File: src/hdl/i2cmbs_pkg.sv
`default_nettype none

package i2cmbs_pkg;

    // Step length after reset, in ticks
    localparam logic [15:0] TICKS_RESET = 16'd10;

    // Command codes as carried by the func field
    typedef enum logic [2:0] {
        CMD_NONE  = 3'd0,
        CMD_START = 3'd1,
        CMD_STOP  = 3'd2,
        CMD_SEND  = 3'd3,
        CMD_RECV  = 3'd4,
        CMD_SACK  = 3'd5,
        CMD_RACK  = 3'd6
    } t_cmd;

    // Phases of one bit slot: data/clock high, sample, clock low
    localparam logic [1:0] PHASE_LAST = 2'd2;

    // Single-bit mask used when assembling a received byte
    localparam logic [7:0] RX_MSB_MASK = 8'h80;

    // One tick as seen by the sequencer
    typedef struct packed {
        logic [2:0] func;
        logic [7:0] tx_byte;
        logic       ack_out;
        logic       sda_in;
    } t_tick;

    // One result as produced for each tick
    typedef struct packed {
        logic       scl_level;
        logic       sda_level;
        logic       busy_res;
        logic       done_res;
        logic [7:0] rx_byte;
        logic       ack_in;
    } t_result;

    // Number of pin steps in each command
    function automatic logic [4:0] step_count(input t_cmd cmd);
        logic [4:0] n;
        unique case (cmd)
            CMD_START: n = 5'd4;
            CMD_STOP:  n = 5'd3;
            CMD_SEND:  n = 5'd24;
            CMD_RECV:  n = 5'd25;
            CMD_SACK:  n = 5'd3;
            CMD_RACK:  n = 5'd4;
            default:   n = 5'd0;
        endcase
        return n;
    endfunction

endpackage

`default_nettype wire

File: src/hdl/i2cmbs_seq.sv
`default_nettype none

module i2cmbs_seq (
    input  wire                    i_clk,
    input  wire                    i_rst_n,
    input  wire                    i_en,
    input  i2cmbs_pkg::t_tick      i_tick,
    input  wire [15:0]             i_ticks,
    output i2cmbs_pkg::t_result    o_res
);

    localparam logic [1:0] PHASE_LAST_C  = i2cmbs_pkg::PHASE_LAST;
    localparam logic [7:0] RX_MSB_MASK_C = i2cmbs_pkg::RX_MSB_MASK;

    // Sequencer state
    i2cmbs_pkg::t_cmd r_cmd, n_cmd;
    logic [4:0]       r_step, n_step;
    logic [15:0]      r_hold, n_hold;
    logic [1:0]       r_phase, n_phase;
    logic [2:0]       r_bit, n_bit;
    logic [7:0]       r_shift, n_shift;
    logic [7:0]       r_rx, n_rx;
    logic             r_ack, n_ack;
    logic             r_scl, n_scl;
    logic             r_sda, n_sda;

    // Effective state once a new command has been taken
    logic             w_start;
    i2cmbs_pkg::t_cmd e_cmd;
    logic [4:0]       e_step;
    logic [15:0]      e_hold;
    logic [1:0]       e_phase;
    logic [2:0]       e_bit;
    logic [7:0]       e_shift;
    logic             w_busy;
    logic             w_act;
    logic [15:0]      w_len;
    logic [16:0]      w_hold_inc;
    logic             w_adv;
    logic             w_last;
    logic [7:0]       w_shift;
    logic [2:0]       w_bitpos;

    // Take a command only while idle and only for a known code
    assign w_start = (r_cmd == i2cmbs_pkg::CMD_NONE)
                     && (i_tick.func >= i2cmbs_pkg::CMD_START)
                     && (i_tick.func <= i2cmbs_pkg::CMD_RACK);
    assign e_cmd   = w_start ? i2cmbs_pkg::t_cmd'(i_tick.func) : r_cmd;
    assign e_step  = w_start ? 5'd0  : r_step;
    assign e_hold  = w_start ? 16'd0 : r_hold;
    assign e_phase = w_start ? 2'd0  : r_phase;
    assign e_bit   = w_start ? 3'd0  : r_bit;

    always_comb begin
        e_shift = r_shift;
        if (w_start) begin
            priority if (i_tick.func == i2cmbs_pkg::CMD_SEND) begin
                e_shift = i_tick.tx_byte;
            end else if (i_tick.func == i2cmbs_pkg::CMD_SACK) begin
                e_shift = {7'd0, i_tick.ack_out};
            end else begin
                e_shift = 8'd0;
            end
        end
    end

    // Step timing: a step acts on its first tick and lasts w_len ticks
    assign w_busy     = (e_cmd != i2cmbs_pkg::CMD_NONE);
    assign w_act      = w_busy && (e_hold == 16'd0);
    assign w_len      = (i_ticks == 16'd0) ? 16'd1 : i_ticks;
    assign w_hold_inc = {1'b0, e_hold} + 17'd1;
    assign w_adv      = w_busy && (w_hold_inc >= {1'b0, w_len});
    assign w_last     = w_adv
                        && (({1'b0, e_step} + 6'd1) >= {1'b0, i2cmbs_pkg::step_count(e_cmd)});

    // Next command, step, hold and bit-slot position
    always_comb begin
        n_cmd   = e_cmd;
        n_step  = e_step;
        n_hold  = e_hold;
        n_phase = e_phase;
        n_bit   = e_bit;
        if (w_busy) begin
            n_hold = w_hold_inc[15:0];
            if (w_adv) begin
                n_hold = 16'd0;
                n_step = e_step + 5'd1;
                // Receive byte opens with one extra step before its bit slots
                if (!(e_cmd == i2cmbs_pkg::CMD_RECV && e_step == 5'd0)) begin
                    if (e_phase == PHASE_LAST_C) begin
                        n_phase = 2'd0;
                        n_bit   = e_bit + 3'd1;
                    end else begin
                        n_phase = e_phase + 2'd1;
                    end
                end
                if (w_last) begin
                    n_cmd  = i2cmbs_pkg::CMD_NONE;
                    n_step = 5'd0;
                end
            end
        end
    end

    // Bit position within the byte, MSB first
    assign w_bitpos = ~e_bit;

    // Pin levels, shift register and committed receive results
    always_comb begin
        n_scl   = r_scl;
        n_sda   = r_sda;
        w_shift = e_shift;
        if (w_act) begin
            unique case (e_cmd)
                i2cmbs_pkg::CMD_START: begin
                    unique case (e_step)
                        5'd0:    n_sda = 1'b1;
                        5'd1:    n_scl = 1'b1;
                        5'd2:    n_sda = 1'b0;
                        default: n_scl = 1'b0;
                    endcase
                end
                i2cmbs_pkg::CMD_STOP: begin
                    unique case (e_step)
                        5'd0:    n_sda = 1'b0;
                        5'd1:    n_scl = 1'b1;
                        default: n_sda = 1'b1;
                    endcase
                end
                i2cmbs_pkg::CMD_SEND: begin
                    unique case (e_phase)
                        2'd0:    n_sda = e_shift[w_bitpos];
                        2'd1:    n_scl = 1'b1;
                        default: n_scl = 1'b0;
                    endcase
                end
                i2cmbs_pkg::CMD_RECV: begin
                    if (e_step == 5'd0) begin
                        n_sda = 1'b1;
                    end else begin
                        unique case (e_phase)
                            2'd0: n_scl = 1'b1;
                            2'd1: begin
                                if (i_tick.sda_in) begin
                                    w_shift = e_shift | (RX_MSB_MASK_C >> e_bit);
                                end
                            end
                            default: n_scl = 1'b0;
                        endcase
                    end
                end
                i2cmbs_pkg::CMD_SACK: begin
                    unique case (e_step)
                        5'd0:    n_sda = e_shift[0];
                        5'd1:    n_scl = 1'b1;
                        default: n_scl = 1'b0;
                    endcase
                end
                i2cmbs_pkg::CMD_RACK: begin
                    unique case (e_step)
                        5'd0:    n_sda = 1'b1;
                        5'd1:    n_scl = 1'b1;
                        5'd2:    w_shift = {7'd0, i_tick.sda_in};
                        default: n_scl = 1'b0;
                    endcase
                end
                default: begin
                end
            endcase
        end
        n_shift = w_shift;
        n_rx    = r_rx;
        n_ack   = r_ack;
        if (w_last && e_cmd == i2cmbs_pkg::CMD_RECV) begin
            n_rx = w_shift;
        end
        if (w_last && e_cmd == i2cmbs_pkg::CMD_RACK) begin
            n_ack = w_shift[0];
        end
    end

    // Result of this tick
    always_comb begin
        o_res.scl_level = n_scl;
        o_res.sda_level = n_sda;
        o_res.busy_res  = w_busy;
        o_res.done_res  = w_last;
        o_res.rx_byte   = n_rx;
        o_res.ack_in    = n_ack;
    end

    // Advance state once per tick
    always_ff @(posedge i_clk) begin
        if (!i_rst_n) begin
            r_cmd   <= i2cmbs_pkg::CMD_NONE;
            r_step  <= 5'd0;
            r_hold  <= 16'd0;
            r_phase <= 2'd0;
            r_bit   <= 3'd0;
            r_shift <= 8'd0;
            r_rx    <= 8'd0;
            r_ack   <= 1'b0;
            r_scl   <= 1'b1;
            r_sda   <= 1'b1;
        end else if (i_en) begin
            r_cmd   <= n_cmd;
            r_step  <= n_step;
            r_hold  <= n_hold;
            r_phase <= n_phase;
            r_bit   <= n_bit;
            r_shift <= n_shift;
            r_rx    <= n_rx;
            r_ack   <= n_ack;
            r_scl   <= n_scl;
            r_sda   <= n_sda;
        end
    end

endmodule

`default_nettype wire

File: src/hdl/i2c_master_bit_sequencer.sv
`default_nettype none

// Channel  Direction  Handshake                  Payload
// in       input      i_in_valid / o_in_ready    i_func, i_tx_byte, i_ack_out, i_sda_in
// out      output     o_out_valid / i_out_ready  o_scl_level, o_sda_level, o_busy_res,
//                                                o_done_res, o_rx_byte, o_ack_in
// cfg      input      i_cfg_valid / o_cfg_ready  i_cfg_data (ticks per step)
//
// One transaction in gives one transaction out, one per cycle when unstalled.
// A tick is registered, then passes the sequencer logic into the result register.
// Reset (synchronous, active low) idles the sequencer with both lines released.
// A stalled output holds the tick in the input register; input is refused only
// while both registers are full.

module i2c_master_bit_sequencer (
    input  wire         i_clk,
    input  wire         i_rst_n,
    input  wire         i_in_valid,
    output logic        o_in_ready,
    input  wire  [2:0]  i_func,
    input  wire  [7:0]  i_tx_byte,
    input  wire         i_ack_out,
    input  wire         i_sda_in,
    output logic        o_out_valid,
    input  wire         i_out_ready,
    output logic        o_scl_level,
    output logic        o_sda_level,
    output logic        o_busy_res,
    output logic        o_done_res,
    output logic [7:0]  o_rx_byte,
    output logic        o_ack_in,
    input  wire         i_cfg_valid,
    output logic        o_cfg_ready,
    input  wire  [15:0] i_cfg_data
);

    logic                r_in_valid;
    i2cmbs_pkg::t_tick   r_tick;
    logic                r_out_valid;
    i2cmbs_pkg::t_result r_res;
    i2cmbs_pkg::t_result w_res;
    logic [15:0]         r_ticks;
    logic                w_adv;

    // Move a tick on when the result register is free or being emptied
    assign w_adv       = r_in_valid && (!r_out_valid || i_out_ready);
    assign o_in_ready  = !r_in_valid || w_adv;
    assign o_cfg_ready = 1'b1;

    // Hold the step length
    always_ff @(posedge i_clk) begin
        if (!i_rst_n) begin
            r_ticks <= i2cmbs_pkg::TICKS_RESET;
        end else if (i_cfg_valid) begin
            r_ticks <= i_cfg_data;
        end
    end

    // Input register
    always_ff @(posedge i_clk) begin
        if (!i_rst_n) begin
            r_in_valid <= 1'b0;
        end else if (o_in_ready) begin
            r_in_valid <= i_in_valid;
        end
    end

    always_ff @(posedge i_clk) begin
        if (o_in_ready && i_in_valid) begin
            r_tick.func    <= i_func;
            r_tick.tx_byte <= i_tx_byte;
            r_tick.ack_out <= i_ack_out;
            r_tick.sda_in  <= i_sda_in;
        end
    end

    i2cmbs_seq u_seq (
        .i_clk   (i_clk),
        .i_rst_n (i_rst_n),
        .i_en    (w_adv),
        .i_tick  (r_tick),
        .i_ticks (r_ticks),
        .o_res   (w_res)
    );

    // Result register
    always_ff @(posedge i_clk) begin
        if (!i_rst_n) begin
            r_out_valid <= 1'b0;
        end else if (w_adv) begin
            r_out_valid <= 1'b1;
        end else if (i_out_ready) begin
            r_out_valid <= 1'b0;
        end
    end

    always_ff @(posedge i_clk) begin
        if (w_adv) begin
            r_res <= w_res;
        end
    end

    assign o_out_valid = r_out_valid;
    assign o_scl_level = r_res.scl_level;
    assign o_sda_level = r_res.sda_level;
    assign o_busy_res  = r_res.busy_res;
    assign o_done_res  = r_res.done_res;
    assign o_rx_byte   = r_res.rx_byte;
    assign o_ack_in    = r_res.ack_in;

    // A draining output never blocks the input
    a_drain_ready: assert property (@(posedge i_clk) disable iff (!i_rst_n)
        (o_out_valid && i_out_ready) |-> o_in_ready)
        else $error("input refused while output drains");

    // A registered tick with an empty result register shows a result next cycle
    a_tick_moves: assert property (@(posedge i_clk) disable iff (!i_rst_n)
        (r_in_valid && !r_out_valid) |=> o_out_valid)
        else $error("registered tick not passed to output");

    // Done only ever marks a tick of a running command
    a_done_busy: assert property (@(posedge i_clk) disable iff (!i_rst_n)
        (o_out_valid && o_done_res) |-> o_busy_res)
        else $error("done without busy");

endmodule

`default_nettype wire

File: config.mk
export PLATFORM = sky130hd
export DESIGN_NAME = i2c_master_bit_sequencer
export DESIGN_NICKNAME = d
export VERILOG_FILES = /design/src/hdl/i2cmbs_pkg.sv /design/src/hdl/i2cmbs_seq.sv /design/src/hdl/i2c_master_bit_sequencer.sv
export SDC_FILE = /design/constraint.sdc
export NUM_CORES = 1
export LEC_CHECK = 0
export CAP_MARGIN = 15
export CORE_MARGIN = 2
export CORE_UTILIZATION = 60
export CTS_CLUSTER_DIAMETER = 200
export DETAILED_ROUTE_END_ITERATION = 12
export DONT_BUFFER_PORTS = 1
export HOLD_SLACK_MARGIN = 0.15
export PLACE_DENSITY_LB_ADDON = 0.15
export SLEW_MARGIN = 25
export SYNTH_ARGS = -nofsm -noshare
export SYNTH_HDL_FRONTEND = slang
export SYNTH_SLANG_ARGS = --single-unit
File: constraint.sdc
create_clock -name i_clk -period 6.5 [get_ports i_clk]
set_clock_uncertainty 0.15 [all_clocks]
set_input_delay 0.325 -clock i_clk [delete_from_list [all_inputs] [get_ports i_clk]]
set_output_delay 0.325 -clock i_clk [all_outputs]
set_load 0.02 [all_outputs]
==> flow_metrics.env <==
export IMPL_num_rows=35
export IMPL_clockBufferDepth=2
export IMPL_power_density_mw_per_mm2=191.4
export IMPL_rrSetupSlack_ns=0.83
export IMPL_p_comb_share_pct=15.2
export IMPL_cap_violations=0
export IMPL_fin_crit_ns=5.674
export IMPL_reg2reg_depth=18
export IMPL_min_to="u_seq.r_shift[4]"
export IMPL_cpPeakStageDelay_ns=0.72
export IMPL_drv_slew=0
export IMPL_worstSkewPairLatency_ns=0.36
export IMPL_first_iter_violations=360
export IMPL_max_freq_mhz=176.2
export IMPL_swShare_pct=29.18
export IMPL_ys_async_sr_fraction_pct=0
export IMPL_hold_start="u_seq.r_shift[4]"
export IMPL_relSlewSlack_pct=30.87
export IMPL_period_share_pct=87.30
export IMPL_crit_path_max_fanout=16
export IMPL_finalSetupTns_ns=0
export IMPL_synth_edf_count=26
export IMPL_drcViolationCount=0
export IMPL_die_h_um=101.4
export IMPL_min_path_type="reg -> reg"
export IMPL_pin_count=50
export IMPL_finalNetCount=751
export IMPL_cts_tree="done"
export IMPL_internal_power_mw=0.8527
export IMPL_ir_drop_uv=177.8
export IMPL_yosysTopAreaCellShare_pct=23.21
export IMPL_start_util_pct=61.60
export IMPL_grt_setup_unrepaired="false"
export IMPL_slowest_stage="or4_1"
export IMPL_grt_ovfl_total=0
export IMPL_setup_slack_ns=0.8257
export IMPL_fin_util_pct=68.10
export IMPL_area_delta_synth_final_pct=10.55
export IMPL_synth_nets=736
export IMPL_htree_num_levels=3
export IMPL_core_area_mm2=0.009240
export IMPL_ys_ff_latch=92
export IMPL_dpl_cell_area_mm2=0.005759
export IMPL_finalPower_mw=1.204
export IMPL_yosys_top_cells_area="dfxtp_1 23%, edfxtp_1 14%, ha_1 7.3%"
export IMPL_hold_violations=0
export IMPL_hold_ws_ns=0.3304
export IMPL_drive_above_1_share_pct=7.983
export IMPL_yosysSeqAreaShare_pct=36.93
export IMPL_grt_max_degree=47
export IMPL_clk_pin_slew_worst_paths_ns=0.10
export IMPL_grt_antenna_before_repair=0
export IMPL_cts_root_buf="clkbuf_8"
export IMPL_synth_largest_area_cell="dfxtp_1"
export IMPL_ant_nets=0
export IMPL_status="finished, final reports clean"
export IMPL_grt_pass1_wl_mm=24.22
export IMPL_sequentialPowerShare_pct=52.6
export IMPL_r2r_start="r_tick[12]"
export IMPL_vias=5126
export IMPL_synthFlopType="dfxtp_1"
export IMPL_crit_family="simple AND/OR/NAND/NOR gates"
export IMPL_die_w_um=101.4
export IMPL_yosysWarnings=0
export IMPL_leakage_nw=2.443
export IMPL_crit_chain="or3_4 > nand3_4 > nand2_1 > inv_1 > ha_1 > nand4_1 > or3_1 > nor2_1 > xnor2_1 > nor2_1 > ha_1 > o21a_1 > o21ai_0 > a311oi_1 > or4_1 > o21ai_2 > or3_1 > mux2_1"
export IMPL_p_switching_mw=0.3514
export IMPL_grt_use_total_pct=30.18
export IMPL_cp_buffers_inverters=1
export IMPL_cts_sinks=92
export IMPL_instances_no_fill=818
export IMPL_postSynthAreaPerCell_um2=8.508
export IMPL_setup_viol=0
export IMPL_post_dp_hpwl_mm=10.27
export IMPL_cts_resized=0
export IMPL_holdPathStages=2
export IMPL_io_buffers=0
export IMPL_crit_path_end_kind="register"
export IMPL_wirelength_mm=15.07
export IMPL_arrival_ns=5.63
export IMPL_place_ws_ns=0.9449
export IMPL_mostFrequentLayoutCell="nand2_1"
export IMPL_netlist_area_mm2=0.005692
export IMPL_dieArea_mm2=0.01028
export IMPL_design_area_mm2=0.006292
export IMPL_drtPass1Iterations=5
export IMPL_cts_made_buffers=9
export IMPL_gp_routability_congestion=0.9680
export IMPL_num_antenna_cells=0
export IMPL_clock_power_share_pct=32.2
export IMPL_tightest_slew_ns=1.037
export IMPL_syn_inst=669
export IMPL_grt_pass1_vias=4677
export IMPL_startpoint_type="register"
export IMPL_worstSetupPathType="reg -> reg"
export IMPL_synth_cell_types=77
export IMPL_required_ns=6.45
export IMPL_avgRoutedWirePerCell_um=18.42
export IMPL_via_per_inst=6.267
export IMPL_final_cell_mix="73 x nand2_1, 66 x dfxtp_1, 60 x nor2_1, 41 x a21oi_1, 40 x nand3_1"
export IMPL_dp_cells=768
export IMPL_post_cts_buffers=0
export IMPL_regToRegEndpoint="o_ack_in"
[Yosys cell counts (all sizes together), types with 3 or more instances]
| cell type | count |
|---|---|
| o21a | 6 |
| a21o | 4 |
| o2111a | 4 |
| buf | 11 |
| nor2b | 3 |
| o311ai | 4 |
| a22oi | 6 |
| ha | 33 |
| nand4 | 15 |
| mux2i | 21 |
| and3b | 3 |
| and3 | 11 |
| dfxtp | 66 |
| xnor2 | 8 |
| and2 | 5 |
| xor2 | 9 |
| mux2 | 7 |
| edfxtp | 26 |
| or2 | 5 |
| o21ai | 24 |
| a32o | 3 |
| a31oi | 6 |
| nor3 | 25 |
| or3 | 11 |
| nor4 | 9 |
| clkbuf | 26 |
| nand3 | 41 |
| a31o | 7 |
| inv | 38 |
| a21oi | 41 |
| o211ai | 7 |
| nor3b | 5 |
| o31ai | 7 |
| nand2 | 74 |
| nor2 | 60 |
[sequential cells by signal, indices dropped and copies added (netlist names), 2 cells and up]
signal and flops:
o_rx_byte 8, r_tick 13, r_ticks 16, u_seq.r_bit 3
u_seq.r_cmd 3, u_seq.r_hold 16, u_seq.r_phase 2, u_seq.r_rx 8
u_seq.r_shift 8, u_seq.r_step 5
[power groups by stage]
stage                     clock network [mW]  logic [mW]  registers (mW)
final                                  0.388       0.183           0.633
after global routing                   0.416       0.199           0.635
after CTS                              0.391       0.178           0.632
after detailed placement                   0       0.156           0.645
after global placement                     0       0.154           0.644
after floorplan                            0       0.126           0.637
[kinds of logic after synthesis]
kind of cell | synth area share (%)
compound gates | 18.69
xor+xnor | 2.616
fa+ha+maj | 7.254
buf+inv | 5.232
flops | 36.93
mux | 5.078
other cells | 0.06589
simple gates | 24.14
[cell type report]
class | instances | area, µm²
multi-input cells | 501 | 3297
fillers | 747 | 2948
flip-flops and latches | 92 | 2102
well taps | 129 | 161.4
clock inverters | 6 | 65.06
repair buffers | 41 | 392.9
inverters | 39 | 146.4
clock buffers | 10 | 127.6
[what timing repair did]
item | CTS | global route
hold endpoints to repair | 49 | 0
hold buffers | 34 | 0
endpoints found under the setup margin | 0 | 0
[routing by layer]
metal  routed length [µm]  vias to the layer above  track usage, %
met2                 6631                      238           45.90
met1                 6850                     2381           45.07
met4                  379                        0           8.004
li1                     -                     2472               -
met3                 1208                       35           4.348
met5                    0                        -               0
[worst register-to-register path, delay by kind of cell (launching register included)]
family,cells,cell delay [ns]
fa+ha+maj,2,0.57
mux,1,0.31
xor+xnor,1,0.18
buf+inv,1,0.09
compound gates,4,0.92
flops,1,0.58
simple gates,9,2.60
[how the worst max path moves through the flow]
stage | startpoint | to | slack, ns | cells after the start
2_1_floorplan | r_tick[12] | o_ack_in | 0.77 | 21
3_3_place_gp | r_tick[12] | o_ack_in | 1.15 | 18
3_5_place_dp | r_tick[12] | o_rx_byte[3] | 0.94 | 18
4_1_cts | r_tick[12] | o_ack_in | 0.91 | 18
5_1_grt | r_tick[12] | o_ack_in | 0.45 | 18
6_report | r_tick[12] | o_ack_in | 0.83 | 18
Power figures use the tool's default switching activity.
